$ cat src/rtl/core/mgcpm_pkg.sv
package mgcpm_pkg;

   // Operation codes of an input item
   localparam logic [2:0] OP_PAIR  = 3'd0;
   localparam logic [2:0] OP_VOL   = 3'd1;
   localparam logic [2:0] OP_START = 3'd2;
   localparam logic [2:0] OP_END   = 3'd3;
   localparam logic [2:0] OP_STOP  = 3'd4;

   // Fixed field widths
   localparam int GAIN_W      = 10;
   localparam int GAIN_FRAC_W = 8;
   localparam int VOL_W       = 8;
   localparam int OUT_W       = 26;
   localparam int PEAK_W      = 25;
   localparam int COUNT_W     = 32;
   localparam int NUM_W       = 27;   // 2*gain*32767 + |value|
   localparam int DSH_W       = 35;   // 2*|value| shifted up by 9

   localparam logic [GAIN_W-1:0] GAIN_RESET = 10'd256;
   localparam int FULL_SCALE  = 32767;
   localparam int OUT_LIMIT   = 33554431;

   // Restoring divide produces one gain bit per step
   localparam int DIV_STEPS   = GAIN_W;
   localparam int DIV_CNT_W   = $clog2(DIV_STEPS);

   // Controller to datapath commands
   typedef struct packed {
      logic load;       // capture an accepted item
      logic mul_en;     // register sample times gain
      logic chan_r;     // 0 left channel, 1 right channel
      logic post_en;    // shift, saturate, track peak, prepare divide
      logic div_step;   // one restoring divide step
      logic div_last;   // final step, write new gain
      logic exec_en;    // run a non-sample operation
      logic out_load;   // snapshot the result into the output register
   } cmd_type;

   // Datapath to controller status
   typedef struct packed {
      logic req_pair;   // offered item is a sample pair
      logic div_need;   // last post step found clipping
   } status_type;

endpackage

$ cat src/rtl/core/mgcpm_req_if.sv
interface mgcpm_req_if #(
   parameter int SAMPLE_BITS = 24
);
   logic                          valid;
   logic                          ready;
   logic [2:0]                    operation;
   logic signed [SAMPLE_BITS-1:0] left_in;
   logic signed [SAMPLE_BITS-1:0] right_in;
   logic [7:0]                    volume;
   logic                          meter_was_read;

   modport source (
      output valid, operation, left_in, right_in, volume, meter_was_read,
      input  ready
   );
   modport sink (
      input  valid, operation, left_in, right_in, volume, meter_was_read,
      output ready
   );
endinterface

$ cat src/rtl/core/mgcpm_rsp_if.sv
interface mgcpm_rsp_if;
   logic               valid;
   logic               ready;
   logic signed [25:0] left_out;
   logic signed [25:0] right_out;
   logic [9:0]         gain_now;
   logic [24:0]        left_peak_now;
   logic [24:0]        right_peak_now;
   logic [24:0]        overall_peak_now;
   logic               clipped;
   logic [31:0]        pairs_counted;

   modport source (
      output valid, left_out, right_out, gain_now, left_peak_now, right_peak_now,
             overall_peak_now, clipped, pairs_counted,
      input  ready
   );
   modport sink (
      input  valid, left_out, right_out, gain_now, left_peak_now, right_peak_now,
             overall_peak_now, clipped, pairs_counted,
      output ready
   );
endinterface

$ cat src/rtl/core/mgcpm_ctrl.sv
module mgcpm_ctrl (
   input  logic                   clock,
   input  logic                   reset,
   input  logic                   req_valid,
   output logic                   req_ready,
   output logic                   rsp_valid,
   input  logic                   rsp_ready,
   input  mgcpm_pkg::status_type  status,
   output mgcpm_pkg::cmd_type     cmd
);

   typedef enum logic [3:0] {
      S_IDLE, S_MUL_L, S_POST_L, S_CHK_L, S_DIV_L,
      S_MUL_R, S_POST_R, S_CHK_R, S_DIV_R, S_EXEC, S_DONE
   } state_type;

   state_type                         state_ff, state_in;
   logic [mgcpm_pkg::DIV_CNT_W-1:0]   cnt_ff, cnt_in;
   logic                              valid_ff, valid_in;
   logic                              accept;
   logic                              cnt_last;

   assign req_ready = (state_ff == S_IDLE);
   assign accept    = req_valid && req_ready;
   assign rsp_valid = valid_ff;
   assign cnt_last  = (cnt_ff == mgcpm_pkg::DIV_CNT_W'(mgcpm_pkg::DIV_STEPS - 1));

   // Decode commands from state
   always_comb begin
      cmd          = '0;
      cmd.load     = accept;
      cmd.mul_en   = (state_ff == S_MUL_L) || (state_ff == S_MUL_R);
      cmd.post_en  = (state_ff == S_POST_L) || (state_ff == S_POST_R);
      cmd.chan_r   = (state_ff == S_MUL_R) || (state_ff == S_POST_R) ||
                     (state_ff == S_DIV_R);
      cmd.div_step = (state_ff == S_DIV_L) || (state_ff == S_DIV_R);
      cmd.div_last = cmd.div_step && cnt_last;
      cmd.exec_en  = (state_ff == S_EXEC);
      cmd.out_load = (state_ff == S_DONE) && (!valid_ff || rsp_ready);
   end

   // Next state
   always_comb begin
      state_in = state_ff;
      cnt_in   = cnt_ff;
      unique case (state_ff)
         S_IDLE: begin
            if (accept) state_in = status.req_pair ? S_MUL_L : S_EXEC;
         end
         S_MUL_L:  state_in = S_POST_L;
         S_POST_L: state_in = S_CHK_L;
         S_CHK_L: begin
            cnt_in   = '0;
            state_in = status.div_need ? S_DIV_L : S_MUL_R;
         end
         S_DIV_L: begin
            cnt_in = cnt_ff + 1'b1;
            if (cnt_last) state_in = S_MUL_R;
         end
         S_MUL_R:  state_in = S_POST_R;
         S_POST_R: state_in = S_CHK_R;
         S_CHK_R: begin
            cnt_in   = '0;
            state_in = status.div_need ? S_DIV_R : S_DONE;
         end
         S_DIV_R: begin
            cnt_in = cnt_ff + 1'b1;
            if (cnt_last) state_in = S_DONE;
         end
         S_EXEC: state_in = S_DONE;
         S_DONE: begin
            if (cmd.out_load) state_in = S_IDLE;
         end
         default: state_in = S_IDLE;
      endcase
   end

   // Hold output valid until taken
   assign valid_in = cmd.out_load || (valid_ff && !rsp_ready);

   // Advance state and registered outputs
   always_ff @(posedge clock) begin
      if (reset) begin
         state_ff <= S_IDLE;
         cnt_ff   <= '0;
         valid_ff <= 1'b0;
      end else begin
         state_ff <= state_in;
         cnt_ff   <= cnt_in;
         valid_ff <= valid_in;
      end
   end

   // A waiting result is never overwritten
   a_no_overwrite: assert property (@(posedge clock) disable iff (reset)
      (valid_ff && !rsp_ready) |-> !cmd.out_load)
      else $error("result overwritten before taken");

   // Divide runs no more than its step count
   a_div_bound: assert property (@(posedge clock) disable iff (reset)
      cmd.div_step |-> (cnt_ff < mgcpm_pkg::DIV_CNT_W'(mgcpm_pkg::DIV_STEPS)))
      else $error("divide step count overrun");

   // Last divide step always leads to the next channel or the result
   a_div_exit: assert property (@(posedge clock) disable iff (reset)
      cmd.div_last |=> (state_ff == S_MUL_R || state_ff == S_DONE))
      else $error("divide did not finish cleanly");

endmodule

$ cat src/rtl/core/mgcpm_dpath.sv
module mgcpm_dpath #(
   parameter int SAMPLE_BITS = 24
) (
   input  logic                          clock,
   input  logic                          reset,
   input  mgcpm_pkg::cmd_type            cmd,
   output mgcpm_pkg::status_type         status,
   input  logic                          csr_wr_en,
   input  logic                          csr_wr_data,
   input  logic [2:0]                    req_operation,
   input  logic signed [SAMPLE_BITS-1:0] req_left_in,
   input  logic signed [SAMPLE_BITS-1:0] req_right_in,
   input  logic [7:0]                    req_volume,
   input  logic                          req_meter_was_read,
   output logic signed [25:0]            rsp_left_out,
   output logic signed [25:0]            rsp_right_out,
   output logic [9:0]                    rsp_gain_now,
   output logic [24:0]                   rsp_left_peak_now,
   output logic [24:0]                   rsp_right_peak_now,
   output logic [24:0]                   rsp_overall_peak_now,
   output logic                          rsp_clipped,
   output logic [31:0]                   rsp_pairs_counted
);

   localparam int GW  = mgcpm_pkg::GAIN_W;
   localparam int PKW = mgcpm_pkg::PEAK_W;
   localparam int OW  = mgcpm_pkg::OUT_W;
   localparam int NW  = mgcpm_pkg::NUM_W;
   localparam int DW  = mgcpm_pkg::DSH_W;
   localparam int FW  = mgcpm_pkg::GAIN_FRAC_W;
   localparam int PW  = SAMPLE_BITS + GW + 1;   // signed product
   localparam int VW  = PW - FW;                // product after the fraction shift
   localparam int CW  = (VW > OW + 1) ? VW : OW + 1;

   localparam logic signed [CW-1:0] POS_LIM = CW'(mgcpm_pkg::OUT_LIMIT);
   localparam logic signed [CW-1:0] NEG_LIM = -POS_LIM;
   localparam logic signed [OW-1:0] POS_FS  = OW'(mgcpm_pkg::FULL_SCALE);
   localparam logic signed [OW-1:0] NEG_FS  = -POS_FS;
   localparam logic [PKW-1:0]       PK_FS   = PKW'(mgcpm_pkg::FULL_SCALE);
   localparam logic [PKW-1:0]       PK_ONE  = PKW'(1);
   localparam logic [NW-1:0]        TWO_FS  = NW'(2 * mgcpm_pkg::FULL_SCALE);
   localparam logic signed [PW-1:0] FRAC_MASK = PW'((1 << FW) - 1);

   // Item and state registers
   logic [2:0]                    op_ff;
   logic signed [SAMPLE_BITS-1:0] lsamp_ff, rsamp_ff;
   logic [7:0]                    vol_ff;
   logic                          mwr_ff;
   logic                          dec_ff;
   logic [GW-1:0]                 gain_ff;
   logic [PKW-1:0]                lpk_ff, rpk_ff, opk_ff;
   logic                          clip_ff;
   logic [31:0]                   cnt_ff;
   logic signed [OW-1:0]          lout_ff, rout_ff;
   logic signed [PW-1:0]          prod_ff, prod_in;
   logic [NW-1:0]                 rem_ff, rem_in, num_in;
   logic [DW-1:0]                 dsh_ff;
   logic [GW-2:0]                 quot_ff;
   logic                          need_ff, need_in;

   logic signed [SAMPLE_BITS-1:0] mul_a;
   logic signed [PW-1:0]          adj;
   logic signed [VW-1:0]          vsh;
   logic signed [CW-1:0]          vx, vsat;
   logic signed [OW-1:0]          vs, vout;
   logic [OW-1:0]                 vabs;
   logic [PKW-1:0]                mag, cur_pk;
   logic                          ge;
   logic [PKW-1:0]                lend, rend, pk_max;
   logic                          lclip, rclip;

   assign status.req_pair = (req_operation == mgcpm_pkg::OP_PAIR);
   assign status.div_need = need_ff;

   // Multiply the selected sample by the gain
   assign mul_a   = cmd.chan_r ? rsamp_ff : lsamp_ff;
   assign prod_in = PW'(mul_a) * PW'($signed({1'b0, gain_ff}));

   // Drop fraction bits toward zero, then saturate
   assign adj  = prod_ff + (prod_ff[PW-1] ? FRAC_MASK : '0);
   assign vsh  = adj[PW-1:FW];
   assign vx   = CW'(vsh);
   always_comb begin
      priority if (vx > POS_LIM) vsat = POS_LIM;
      else if (vx < NEG_LIM)     vsat = NEG_LIM;
      else                       vsat = vx;
   end
   assign vs      = OW'(vsat);
   assign vabs    = vs[OW-1] ? OW'(-vs) : OW'(vs);
   assign mag     = vabs[PKW-1:0];
   assign cur_pk  = cmd.chan_r ? rpk_ff : lpk_ff;
   assign need_in = dec_ff && (mag > PK_FS);
   assign vout    = need_in ? (vs[OW-1] ? NEG_FS : POS_FS) : vs;

   // Numerator of the rounded gain ratio
   assign num_in = NW'(gain_ff) * TWO_FS + NW'(mag);

   // One restoring divide step
   assign ge     = ({{(DW-NW){1'b0}}, rem_ff} >= dsh_ff);
   assign rem_in = ge ? NW'({{(DW-NW){1'b0}}, rem_ff} - dsh_ff) : rem_ff;

   // Block end clamp of both peaks
   always_comb begin
      lclip = (lpk_ff > PK_FS);
      rclip = (rpk_ff > PK_FS);
      lend  = lclip ? PK_FS : ((lpk_ff == '0) ? PK_ONE : lpk_ff);
      rend  = rclip ? PK_FS : ((rpk_ff == '0) ? PK_ONE : rpk_ff);
      pk_max = opk_ff;
      if (lend > pk_max) pk_max = lend;
      if (rend > pk_max) pk_max = rend;
   end

   // Capture item and run the arithmetic pipeline
   always_ff @(posedge clock) begin
      if (cmd.load) begin
         op_ff    <= req_operation;
         lsamp_ff <= req_left_in;
         rsamp_ff <= req_right_in;
         vol_ff   <= req_volume;
         mwr_ff   <= req_meter_was_read;
         lout_ff  <= '0;
         rout_ff  <= '0;
      end else if (cmd.post_en) begin
         if (cmd.chan_r) rout_ff <= vout;
         else            lout_ff <= vout;
      end
      if (cmd.mul_en) prod_ff <= prod_in;
      if (cmd.post_en) begin
         rem_ff <= num_in;
         dsh_ff <= DW'({mag, 1'b0}) << (GW - 1);
      end else if (cmd.div_step) begin
         rem_ff  <= rem_in;
         dsh_ff  <= dsh_ff >> 1;
         quot_ff <= {quot_ff[GW-3:0], ge};
      end
   end

   // Hold the block state
   always_ff @(posedge clock) begin
      if (reset) begin
         dec_ff  <= 1'b0;
         gain_ff <= mgcpm_pkg::GAIN_RESET;
         lpk_ff  <= PK_ONE;
         rpk_ff  <= PK_ONE;
         opk_ff  <= '0;
         clip_ff <= 1'b0;
         cnt_ff  <= '0;
         need_ff <= 1'b0;
      end else begin
         if (csr_wr_en) dec_ff <= csr_wr_data;
         if (cmd.post_en) begin
            need_ff <= need_in;
            if (mag > cur_pk) begin
               if (cmd.chan_r) rpk_ff <= mag;
               else            lpk_ff <= mag;
            end
            if (cmd.chan_r) cnt_ff <= cnt_ff + 1'b1;
         end
         if (cmd.div_last) gain_ff <= {quot_ff, ge};
         if (cmd.exec_en) begin
            unique case (op_ff)
               mgcpm_pkg::OP_VOL: gain_ff <= GW'(vol_ff);
               mgcpm_pkg::OP_START: begin
                  if (mwr_ff) begin
                     lpk_ff <= lpk_ff >> 1;
                     rpk_ff <= rpk_ff >> 1;
                  end
               end
               mgcpm_pkg::OP_END: begin
                  lpk_ff <= lend;
                  rpk_ff <= rend;
                  opk_ff <= pk_max;
                  if (lclip || rclip) clip_ff <= 1'b1;
               end
               mgcpm_pkg::OP_STOP: begin
                  clip_ff <= 1'b0;
                  cnt_ff  <= '0;
               end
               default: ;
            endcase
         end
      end
   end

   // Snapshot the result for the output register
   always_ff @(posedge clock) begin
      if (cmd.out_load) begin
         rsp_left_out         <= lout_ff;
         rsp_right_out        <= rout_ff;
         rsp_gain_now         <= gain_ff;
         rsp_left_peak_now    <= lpk_ff;
         rsp_right_peak_now   <= rpk_ff;
         rsp_overall_peak_now <= opk_ff;
         rsp_clipped          <= clip_ff;
         rsp_pairs_counted    <= cnt_ff;
      end
   end

   // Automatic gain reduction never raises the gain
   a_gain_down: assert property (@(posedge clock) disable iff (reset)
      $past(cmd.div_last) && !$past(reset) |-> (gain_ff <= $past(gain_ff)))
      else $error("gain rose after clip reduction");

   // Peaks stay within full scale and nonzero after a block end
   a_end_peak: assert property (@(posedge clock) disable iff (reset)
      (cmd.exec_en && op_ff == mgcpm_pkg::OP_END) |=>
      (lpk_ff <= PK_FS && lpk_ff != '0 && rpk_ff <= PK_FS && rpk_ff != '0))
      else $error("block end peak out of range");

   // Clipped output is full scale in magnitude
   a_clamp: assert property (@(posedge clock) disable iff (reset)
      (cmd.post_en && need_in) |-> (vout == POS_FS || vout == NEG_FS))
      else $error("clip clamp wrong");

endmodule

$ cat src/rtl/core/master_gain_clip_peak_meter_core.sv
// Channel   Handshake        Payload
// req_bus   valid / ready    operation, left_in, right_in, volume, meter_was_read
// rsp_bus   valid / ready    left_out, right_out, gain_now, three peaks, clipped, pairs
// csr       csr_wr_en        csr_wr_data = decrease_on_clip
//
// A sample pair passes through the multiply, post and check states of the left
// channel, then those of the right channel, and then the done state. Each channel that clips with
// decrease-on-clip set adds the steps of the shared restoring divider, one gain bit
// per step. Other operations pass through an execute state and then the done state.
// One item is in work at a time.
// Synchronous reset restores gain 256, peaks 1, overall peak 0, flag and count 0.
// A finished result waits in the output register; the next item is accepted
// while it waits, and the block stalls only if that item finishes before it is taken.
module master_gain_clip_peak_meter_core #(
   parameter int SAMPLE_BITS = 24
) (
   input  logic               clock,
   input  logic               reset,
   mgcpm_req_if.sink          req_bus,
   mgcpm_rsp_if.source        rsp_bus,
   input  logic               csr_wr_en,
   input  logic               csr_wr_data
);

   mgcpm_pkg::cmd_type    cmd;
   mgcpm_pkg::status_type status;

   mgcpm_ctrl u_ctrl (
      .clock     (clock),
      .reset     (reset),
      .req_valid (req_bus.valid),
      .req_ready (req_bus.ready),
      .rsp_valid (rsp_bus.valid),
      .rsp_ready (rsp_bus.ready),
      .status    (status),
      .cmd       (cmd)
   );

   mgcpm_dpath #(
      .SAMPLE_BITS (SAMPLE_BITS)
   ) u_dpath (
      .clock                (clock),
      .reset                (reset),
      .cmd                  (cmd),
      .status               (status),
      .csr_wr_en            (csr_wr_en),
      .csr_wr_data          (csr_wr_data),
      .req_operation        (req_bus.operation),
      .req_left_in          (req_bus.left_in),
      .req_right_in         (req_bus.right_in),
      .req_volume           (req_bus.volume),
      .req_meter_was_read   (req_bus.meter_was_read),
      .rsp_left_out         (rsp_bus.left_out),
      .rsp_right_out        (rsp_bus.right_out),
      .rsp_gain_now         (rsp_bus.gain_now),
      .rsp_left_peak_now    (rsp_bus.left_peak_now),
      .rsp_right_peak_now   (rsp_bus.right_peak_now),
      .rsp_overall_peak_now (rsp_bus.overall_peak_now),
      .rsp_clipped          (rsp_bus.clipped),
      .rsp_pairs_counted    (rsp_bus.pairs_counted)
   );

endmodule

$ cat src/flat_wrapper.sv
// flat-port wrapper written by rule: the top's interface ports become plain ports
module master_gain_clip_peak_meter_core_flat 
#(
   parameter int SAMPLE_BITS = 24
)
  (clock, reset, csr_wr_en, csr_wr_data, req_bus_valid, req_bus_operation, req_bus_left_in, req_bus_right_in, req_bus_volume, req_bus_meter_was_read, req_bus_ready, rsp_bus_valid, rsp_bus_left_out, rsp_bus_right_out, rsp_bus_gain_now, rsp_bus_left_peak_now, rsp_bus_right_peak_now, rsp_bus_overall_peak_now, rsp_bus_clipped, rsp_bus_pairs_counted, rsp_bus_ready);
  mgcpm_req_if #(.SAMPLE_BITS(SAMPLE_BITS)) req_bus_i ();
  mgcpm_rsp_if rsp_bus_i ();
  input  logic clock;
  input  logic reset;
  input  logic csr_wr_en;
  input  logic csr_wr_data;
  input wire logic [$bits(req_bus_i.valid)-1:0] req_bus_valid;
  input wire logic [$bits(req_bus_i.operation)-1:0] req_bus_operation;
  input wire logic [$bits(req_bus_i.left_in)-1:0] req_bus_left_in;
  input wire logic [$bits(req_bus_i.right_in)-1:0] req_bus_right_in;
  input wire logic [$bits(req_bus_i.volume)-1:0] req_bus_volume;
  input wire logic [$bits(req_bus_i.meter_was_read)-1:0] req_bus_meter_was_read;
  output wire logic [$bits(req_bus_i.ready)-1:0] req_bus_ready;
  output wire logic [$bits(rsp_bus_i.valid)-1:0] rsp_bus_valid;
  output wire logic [$bits(rsp_bus_i.left_out)-1:0] rsp_bus_left_out;
  output wire logic [$bits(rsp_bus_i.right_out)-1:0] rsp_bus_right_out;
  output wire logic [$bits(rsp_bus_i.gain_now)-1:0] rsp_bus_gain_now;
  output wire logic [$bits(rsp_bus_i.left_peak_now)-1:0] rsp_bus_left_peak_now;
  output wire logic [$bits(rsp_bus_i.right_peak_now)-1:0] rsp_bus_right_peak_now;
  output wire logic [$bits(rsp_bus_i.overall_peak_now)-1:0] rsp_bus_overall_peak_now;
  output wire logic [$bits(rsp_bus_i.clipped)-1:0] rsp_bus_clipped;
  output wire logic [$bits(rsp_bus_i.pairs_counted)-1:0] rsp_bus_pairs_counted;
  input wire logic [$bits(rsp_bus_i.ready)-1:0] rsp_bus_ready;
  assign req_bus_i.valid = req_bus_valid;
  assign req_bus_i.operation = req_bus_operation;
  assign req_bus_i.left_in = req_bus_left_in;
  assign req_bus_i.right_in = req_bus_right_in;
  assign req_bus_i.volume = req_bus_volume;
  assign req_bus_i.meter_was_read = req_bus_meter_was_read;
  assign req_bus_ready = req_bus_i.ready;
  assign rsp_bus_valid = rsp_bus_i.valid;
  assign rsp_bus_left_out = rsp_bus_i.left_out;
  assign rsp_bus_right_out = rsp_bus_i.right_out;
  assign rsp_bus_gain_now = rsp_bus_i.gain_now;
  assign rsp_bus_left_peak_now = rsp_bus_i.left_peak_now;
  assign rsp_bus_right_peak_now = rsp_bus_i.right_peak_now;
  assign rsp_bus_overall_peak_now = rsp_bus_i.overall_peak_now;
  assign rsp_bus_clipped = rsp_bus_i.clipped;
  assign rsp_bus_pairs_counted = rsp_bus_i.pairs_counted;
  assign rsp_bus_i.ready = rsp_bus_ready;
  master_gain_clip_peak_meter_core #(.SAMPLE_BITS(SAMPLE_BITS)) u_core (.clock(clock), .reset(reset), .req_bus(req_bus_i), .rsp_bus(rsp_bus_i), .csr_wr_en(csr_wr_en), .csr_wr_data(csr_wr_data));
endmodule
$ cat config.mk
export PLATFORM = sky130hd
export DESIGN_NAME = master_gain_clip_peak_meter_core_flat
export DESIGN_NICKNAME = d
export VERILOG_FILES = /design/src/rtl/core/mgcpm_pkg.sv /design/src/rtl/core/mgcpm_req_if.sv /design/src/rtl/core/mgcpm_rsp_if.sv /design/src/rtl/core/mgcpm_ctrl.sv /design/src/rtl/core/mgcpm_dpath.sv /design/src/rtl/core/master_gain_clip_peak_meter_core.sv /design/src/flat_wrapper.sv
export SDC_FILE = /design/constraint.sdc
export NUM_CORES = 2
export LEC_CHECK = 0
export BUFFER_PORTS_ARGS = -buffer_cell sky130_fd_sc_hd__buf_2
export CAP_MARGIN = 0
export CORE_UTILIZATION = 55
export CTS_CLUSTER_DIAMETER = 60
export CTS_CLUSTER_SIZE = 12
export DETAILED_ROUTE_END_ITERATION = 12
export PLACE_DENSITY = 0.74
export SYNTH_ARGS = -nofsm -noshare
export SYNTH_HDL_FRONTEND = slang
export SYNTH_HIERARCHICAL = 1
export SYNTH_SLANG_ARGS = --single-unit
$ cat constraint.sdc
create_clock -name clock -period 13.2 [get_ports clock]
set_clock_uncertainty 0.05 [all_clocks]
set_input_delay 1.98 -clock clock [delete_from_list [all_inputs] [get_ports clock]]
set_output_delay 1.98 -clock clock [all_outputs]
set_load 0.01 [all_outputs]
[After elaboration in Yosys (flattened, before gate mapping)]
Index checks and enable logic that the tools add are counted.
Cells by class
  muxes and demuxes: 49
  order comparisons: 9
  $mul: 2
  add/subtract/negate cells: 6
  bitwise logic cells: 2
  equal/unequal tests: 20
  reductions and logical operators: 32
Operators by type and width (number)
  two-way mux 25 bit: 18
  two-way mux 32 bit: 4
  two-way mux 26 bit: 4
  one-hot mux 25 bit (2 select lines): 2
  two-way mux 27 bit: 3
  greater-than comparator 25 x 15 -> 1 bit (second input constant): 3
  greater-than comparator 25 bit: 3
  two-way mux 35 bit: 2
  zero test 25 bit: 2
  one-hot mux 4 bit (11 select lines): 1
  adder 35 x 8 -> 35 bit: 1
  greater-or-equal comparator 27 x 35 -> 1 bit: 1
  multiplier 24 x 11 -> 35 bit: 1
  adder 32 x 1 -> 32 bit (second input constant): 1
  two-way mux 10 bit: 3
  adder 26 x 25 -> 27 bit: 1
  greater-than comparator 27 x 26 -> 1 bit (second input constant): 1
  < comparator 27 x 26 -> 1 bit (second input constant): 1
  subtractor 27 bit: 1
  multiplier 10 x 15 -> 25 bit (second input constant): 1
  negation 25 bit: 1
  two-way mux 24 bit: 1
  two-way mux 4 bit: 5
  == test 4 x 3 -> 1 bit (second input constant): 4
  25 further kinds: 55
Word-level totals
  register bits after elaboration: 517
  output and inout port bits: 172
  word-level logic and storage cells: 151
  input bits: 66

[Longest topological paths before layout]
  depth after elaboration: 13
  depth in mapped cells: 37
  depth with buffers taken out: 34

[By module]
Netlist, hierarchy kept.
Modules (own cells, without submodules)
  mgcpm_dpath: area an instance 37096.8 sq um, cells an instance 3681, instances 1, sequential area each 13432.9 sq um
  mgcpm_ctrl: area an instance 635.6 sq um, cells an instance 75, instances 1, sequential area each 180.2 sq um

[Least setup slack after synthesis]
Ideal clock, no wire load.
  path type: input to register
  from: in rsp_bus_ready
  to: reg u_core.u_dpath.rsp_clipped (enable)
  library setup time: 0.719 ns
  stages on the path: 2
  path slack: 2.829 ns
  data arrival time: 9.602 ns
  path buffers: 0
  required time: 12.431 ns
  cells stage by stage: nand2b_1 -> nor2b_1
RTL lines
  from (decl): RTL line flat_wrapper.sv:29  | input wire logic [$bits(rsp_bus_i.ready)-1:0] rsp_bus_ready;
  to (signal assigned): RTL line mgcpm_dpath.sv:194  | rsp_clipped <= clip_ff;
  to (decl): RTL line mgcpm_dpath.sv:21  | output logic rsp_clipped,

[Final worst setup path]
  from: reg u_core.u_dpath.prod_ff[34]
  to: reg u_core.u_dpath.rem_ff[24], data pin
Between the ends
  longest elaborated chain between the ends: 9
  elaborated cells on any way between the ends: 10
  classes of those cells: add/sub: 3; order compare: 2; mux: 5
RTL lines
  from (decl): RTL line mgcpm_dpath.sv:55  | logic signed [PW-1:0] prod_ff, prod_in;
  from (signal assigned): RTL line mgcpm_dpath.sv:127  | if (cmd.mul_en) prod_ff <= prod_in;
  two-way mux 8 bit: RTL line mgcpm_dpath.sv:80  | assign adj = prod_ff + (prod_ff[PW-1] ? FRAC_MASK : '0);
  adder 35 x 8 -> 35 bit *: RTL line mgcpm_dpath.sv:80
  < comparator 27 x 26 -> 1 bit: RTL line mgcpm_dpath.sv:85  | else if (vx < NEG_LIM) vsat = NEG_LIM;
  two-way mux 26 bit: RTL line mgcpm_dpath.sv:85
  two-way mux 26 bit *: RTL line mgcpm_dpath.sv:84  | priority if (vx > POS_LIM) vsat = POS_LIM;
  negation 25 bit: RTL line mgcpm_dpath.sv:89  | assign vabs = vs[OW-1] ? OW'(-vs) : OW'(vs);
  two-way mux 25 bit *: RTL line mgcpm_dpath.sv:89
  adder 26 x 25 -> 27 bit *: RTL line mgcpm_dpath.sv:96  | assign num_in = NW'(gain_ff) * TWO_FS + NW'(mag);
  two-way mux 27 bit *: RTL line mgcpm_dpath.sv:128  | if (cmd.post_en) begin
  to (signal assigned): RTL line mgcpm_dpath.sv:129  | rem_ff <= num_in;
  to (signal assigned): RTL line mgcpm_dpath.sv:132  | rem_ff <= rem_in;
  to (decl): RTL line mgcpm_dpath.sv:56  | logic [NW-1:0] rem_ff, rem_in, num_in;
Every way passes the cells marked *; elsewhere a longest branch is shown, timed or not.
A chain may end at the register's enable or synchronous reset.

==> flow_summary.rst <==
.. list-table::
   :header-rows: 1

   * - Metric
     - Value
   * - Count of synthesis-stage warnings from yosys
     - 6
   * - Combinational share of power
     - a little under three fifths
   * - Sw frac
     - 45.6%
   * - Worst setup startpoint
     - u_core/u_dpath/prod_ff[34]
   * - Critical Path Source Type
     - flip-flop
   * - List of most frequent post-synthesis cells
     - sky130_fd_sc_hd__inv_1 (387), sky130_fd_sc_hd__nand2_1 (358), sky130_fd_sc_hd__edfxtp_1 (326)
   * - # diodes
     - 0
   * - Post-synth EDFFs
     - about 330
   * - Final Wtd Congestion
     - 0.960
   * - Max_slew headroom
     - 15.7%
   * - Post-Syn Area
     - ~38000 µm²
   * - Starting DRT DRC Count
     - 2604
   * - Post-route non-filler standard cell count
     - ~5k
   * - Drt pass-1 iters
     - 7
   * - Total of hold buffers inserted after clock tree synthesis
     - 0
   * - Gr usage total
     - 28.0%
   * - Share of Yosys cell area claimed by the top area cell type
     - about a quarter
   * - Sequential area share after synthesis
     - a little over a third
   * - Antenna violations before repair
     - 0
   * - Buf/Inv on CP
     - 2
   * - Cell at the root of the clock tree
     - sky130_fd_sc_hd__clkbuf_16
   * - Worst path depth
     - 31
   * - Post-Syn Instances
     - ~3.8k
   * - Width of the die
     - between 200 and 300 µm
   * - Total number of vias
     - about 29k
   * - Path depth of the worst reg2reg path
     - 31
   * - Arrival time reported for the critical path endpoint
     - approximately 9700 ps
   * - HPWL Detailed
     - 74000 µm
   * - CTS sink cnt
     - between 500 and 600
   * - Critical Path Sink
     - u_core/u_dpath/rem_ff[24]
   * - Final period utilization
     - between 70% and 80%
   * - #FFs+latches synth
     - roughly 520
   * - Vias in the first global route
     - ~28k
   * - Cts bufs inserted
     - 57
   * - Number of library cell types mapped by synthesis
     - 115
   * - Global-route congestion overflow total
     - 0
   * - NetSw
     - roughly 4.4 mW
   * - Number of I/O port buffers
     - between 200 and 250
   * - Number of levels in the clock H-tree
     - 2
   * - Most frequent cell after synthesis
     - sky130_fd_sc_hd__inv_1
   * - Post-DR vias/cell
     - 5.86
   * - Pin slew with the least headroom to its limit
     - around 1300 ps
   * - Flop2flop setup slack
     - approximately 3800 ps
   * - Relative contribution of the clock network to total power
     - about 16%
   * - Per-cell routed wire length
     - 20.0 µm
   * - Total of endpoints with negative setup slack in the final report
     - 0
   * - Max-capacitance violation count
     - 0
   * - Number of gates resized after CTS
     - 0
   * - Total wirelength of the detailed-routed design
     - 97900 µm
   * - Biggest fanout along the worst timing path
     - 28
   * - Clk buf depth
     - 3
   * - Critical register-to-register path endpoint
     - u_core/u_dpath/rem_ff[24]
   * - Clock Latency Late Sink
     - 650 ps
   * - Buffers inserted by post-CTS timing repair
     - 0
   * - Worst r2r src
     - u_core/u_dpath/prod_ff[34]
   * - Area growth, synth to finish
     - 10.7%
   * - DRC viols
     - 0
   * - Most frequently used flop master after synthesis
     - sky130_fd_sc_hd__edfxtp_1
   * - Core region area
     - 67500 µm²
   * - Async set-or-reset flop fraction in the synthesized netlist
     - 0%
   * - Placed cell count
     - 4794
   * - Number of cell rows
     - between 90 and 100
   * - Biggest cell delay along the critical path
     - between 600 and 700 ps
   * - Effective utilization at floorplan
     - a little under three fifths
   * - Kind of critical path
     - flip-flop to flip-flop
   * - Final number of max-transition violations
     - 0
   * - Net total in the final layout
     - around 4.6k
   * - Cell with the largest stage delay on the worst path
     - sky130_fd_sc_hd__edfxtp_1
   * - Minimum period implied by the final worst setup slack
     - roughly 9400 ps
   * - Full die area
     - 69700 µm²
   * - Run status
     - finished, final reports clean
   * - Number of I/O pins
     - 238
   * - Cell type with the highest aggregate area in the netlist
     - sky130_fd_sc_hd__edfxtp_1
   * - Filler Cell Count
     - approximately 5.6k
   * - Die height
     - 264 µm
   * - Worst path top cell family by delay
     - compound AO/OA/AOI/OAI gates
   * - Detail Route Antenna Nets
     - 0
   * - Standby leakage power
     - approximately 17 nW
   * - Pre-CTS WS
     - 3940 ps
   * - Total chip power
     - around 9.6 mW
   * - Pin count of the biggest net entering global routing
     - between 80 and 90
   * - Sum Neg Setup Slack
     - 0 ps
   * - Post-Syn Area per Cell
     - approximately 10 µm²
   * - Clock-pin slew of the registers on the worst-case setup and hold paths
     - roughly 60 ps
   * - Final Hold Viols
     - 0
   * - Start point of the worst hold path
     - u_core/u_dpath/lout_ff[12]
   * - Clock tree from TritonCTS
     - built
   * - Fraction of layout cells with a size suffix above 1
     - between 10% and 20%
   * - Required time worst endpoint
     - about 14000 ps
   * - Most frequent cell on the critical path
     - sky130_fd_sc_hd__a21oi_1
   * - Peak Freq
     - 107 MHz
   * - Worst-case vdd ir drop
     - between 0.15 and 0.2 mV
   * - Worst min-delay path class
     - flip-flop to flip-flop
   * - Part of the power in registers
     - a little over a quarter
   * - Final worst setup slack
     - approximately 3800 ps
   * - Power density normalized to cell area
     - between 200 and 250 nW/µm²
   * - Global-route wire length before repair
     - roughly 160000 µm
   * - Area contributors post-synth
     - sky130_fd_sc_hd__edfxtp_1 (26%), sky130_fd_sc_hd__fa_1 (14%), sky130_fd_sc_hd__dfxtp_1 (10%)
   * - Nature of the critical path endpoint
     - flip-flop
   * - Internal power
     - around 5.2 mW
   * - RSZ-0062 raised after global routing
     - false
## worst min-delay path by stage
stage,to,slack (ps),depth (start not counted)
6_report,u_core/u_dpath/rsp_left_out[12],370,0
5_1_grt,u_core/u_dpath/rsp_left_out[12],380,0
4_1_cts,u_core/u_dpath/rsp_left_out[12],370,0
3_5_place_dp,u_core/u_dpath/rsp_left_out[2],370,0
3_3_place_gp,u_core/u_dpath/rsp_right_out[5],360,0
2_1_floorplan,u_core/u_dpath/rsp_left_out[25],360,0
## metal layers
layer	wire length [µm]	part of all wire [%]	global-route usage (%)	vias up
met5	0	0	0	-
met4	3150	3.2	9.15	0
met3	6470	6.6	4.17	206
met2	45400	46	45.6	1015
met1	42800	44	38.3	13900
li1	-	-	-	13600
## sequential cells by signal (all words and copies together) (netlist names), 9 cells and up
| signal | count |
|---|---|
| u_core/u_dpath/prod_ff | 35 |
| u_core/u_dpath/cnt_ff | 32 |
| u_core/u_dpath/lout_ff | 26 |
| u_core/u_dpath/lpk_ff | 25 |
| u_core/u_dpath/rsp_right_peak_now | 25 |
| u_core/u_dpath/dsh_ff | 35 |
| u_core/u_dpath/rsp_overall_peak_now | 25 |
| u_core/u_dpath/rsp_left_out | 26 |
| u_core/u_dpath/rsp_left_peak_now | 25 |
| u_core/u_dpath/rsp_gain_now | 10 |
| u_core/u_dpath/rsp_pairs_counted | 32 |
| u_core/u_dpath/rout_ff | 26 |
| u_core/u_dpath/rem_ff | 27 |
| u_core/u_dpath/quot_ff | 9 |
| u_core/u_dpath/rsamp_ff | 24 |
| u_core/u_dpath/rpk_ff | 25 |
| u_core/u_dpath/rsp_right_out | 26 |
| u_core/u_dpath/gain_ff | 10 |
| u_core/u_dpath/lsamp_ff | 24 |
| u_core/u_dpath/opk_ff | 25 |
## final cells by class
| type | count | area, µm² | area share [%] |
|---|---|---|---|
| multi-input cells | 2728 | 22200 | 53.1 |
| clock buffers | 87 | 1620 | 3.89 |
| repair buffers | 288 | 1570 | 3.75 |
| clock inverters | 19 | 223 | 0.533 |
| well taps | 873 | 1090 | 2.62 |
| flip-flops and latches | 517 | 13600 | 32.6 |
| inverters | 389 | 1460 | 3.50 |
## cells in the final DEF, fill, tap and decap left out, types with 50 or more instances in the layout
cell type,synthesis,final
sky130_fd_sc_hd__a211oi_1,54,54
sky130_fd_sc_hd__a21oi_1,152,152
sky130_fd_sc_hd__and2_1,85,84
sky130_fd_sc_hd__buf_2,9,237
sky130_fd_sc_hd__buf_4,9,50
sky130_fd_sc_hd__clkbuf_16,0,60
sky130_fd_sc_hd__dfxtp_1,191,190
sky130_fd_sc_hd__edfxtp_1,326,326
sky130_fd_sc_hd__fa_1,255,255
sky130_fd_sc_hd__ha_1,266,266
sky130_fd_sc_hd__inv_1,387,387
sky130_fd_sc_hd__mux2i_1,115,115
sky130_fd_sc_hd__nand2_1,358,358
sky130_fd_sc_hd__nand3_1,56,56
sky130_fd_sc_hd__nor2_1,322,321
sky130_fd_sc_hd__nor3_1,50,50
sky130_fd_sc_hd__o21ai_0,159,159
sky130_fd_sc_hd__xnor2_1,94,93
sky130_fd_sc_hd__xor2_1,59,58
## power groups by stage
| stage | clock network [mW] | logic, mW | registers (mW) |
|---|---|---|---|
| after floorplan | 0 | 3.97 | 2.45 |
| after CTS | 1.60 | 5.40 | 2.50 |
| after global placement | 0 | 5.29 | 2.52 |
| after global routing | 1.66 | 6.06 | 2.54 |
| final | 1.57 | 5.51 | 2.50 |
| after detailed placement | 0 | 5.34 | 2.53 |
## metrics by stage
stage	instance area [µm²]	hold WS, ps	utilization (%)
after floorplan	37800	358	-
after global placement	39900	363	59.1
after detailed placement	39900	365	59.1
after CTS	41700	369	61.8
after global routing	41800	375	61.8
final	41800	367	61.8
## kinds of logic (layout without fill, tap and decap cells)
family                     count (synthesis)  after routing  share of synthesized area (%)
muxes                                    142            142                           3.87
DFF                                      517            517                           36.1
xor gates and xnor gates                 156            156                           3.68
adders and majority gates                528            528                           22.5
other                                      1             20                        0.00994
AOI/OAI and AO/OA                        722            722                           13.1
buffers and inverters                    530            783                           5.51
and+or+nand+nor                         1160           1160                           15.2
Power figures use the tool's default switching activity.
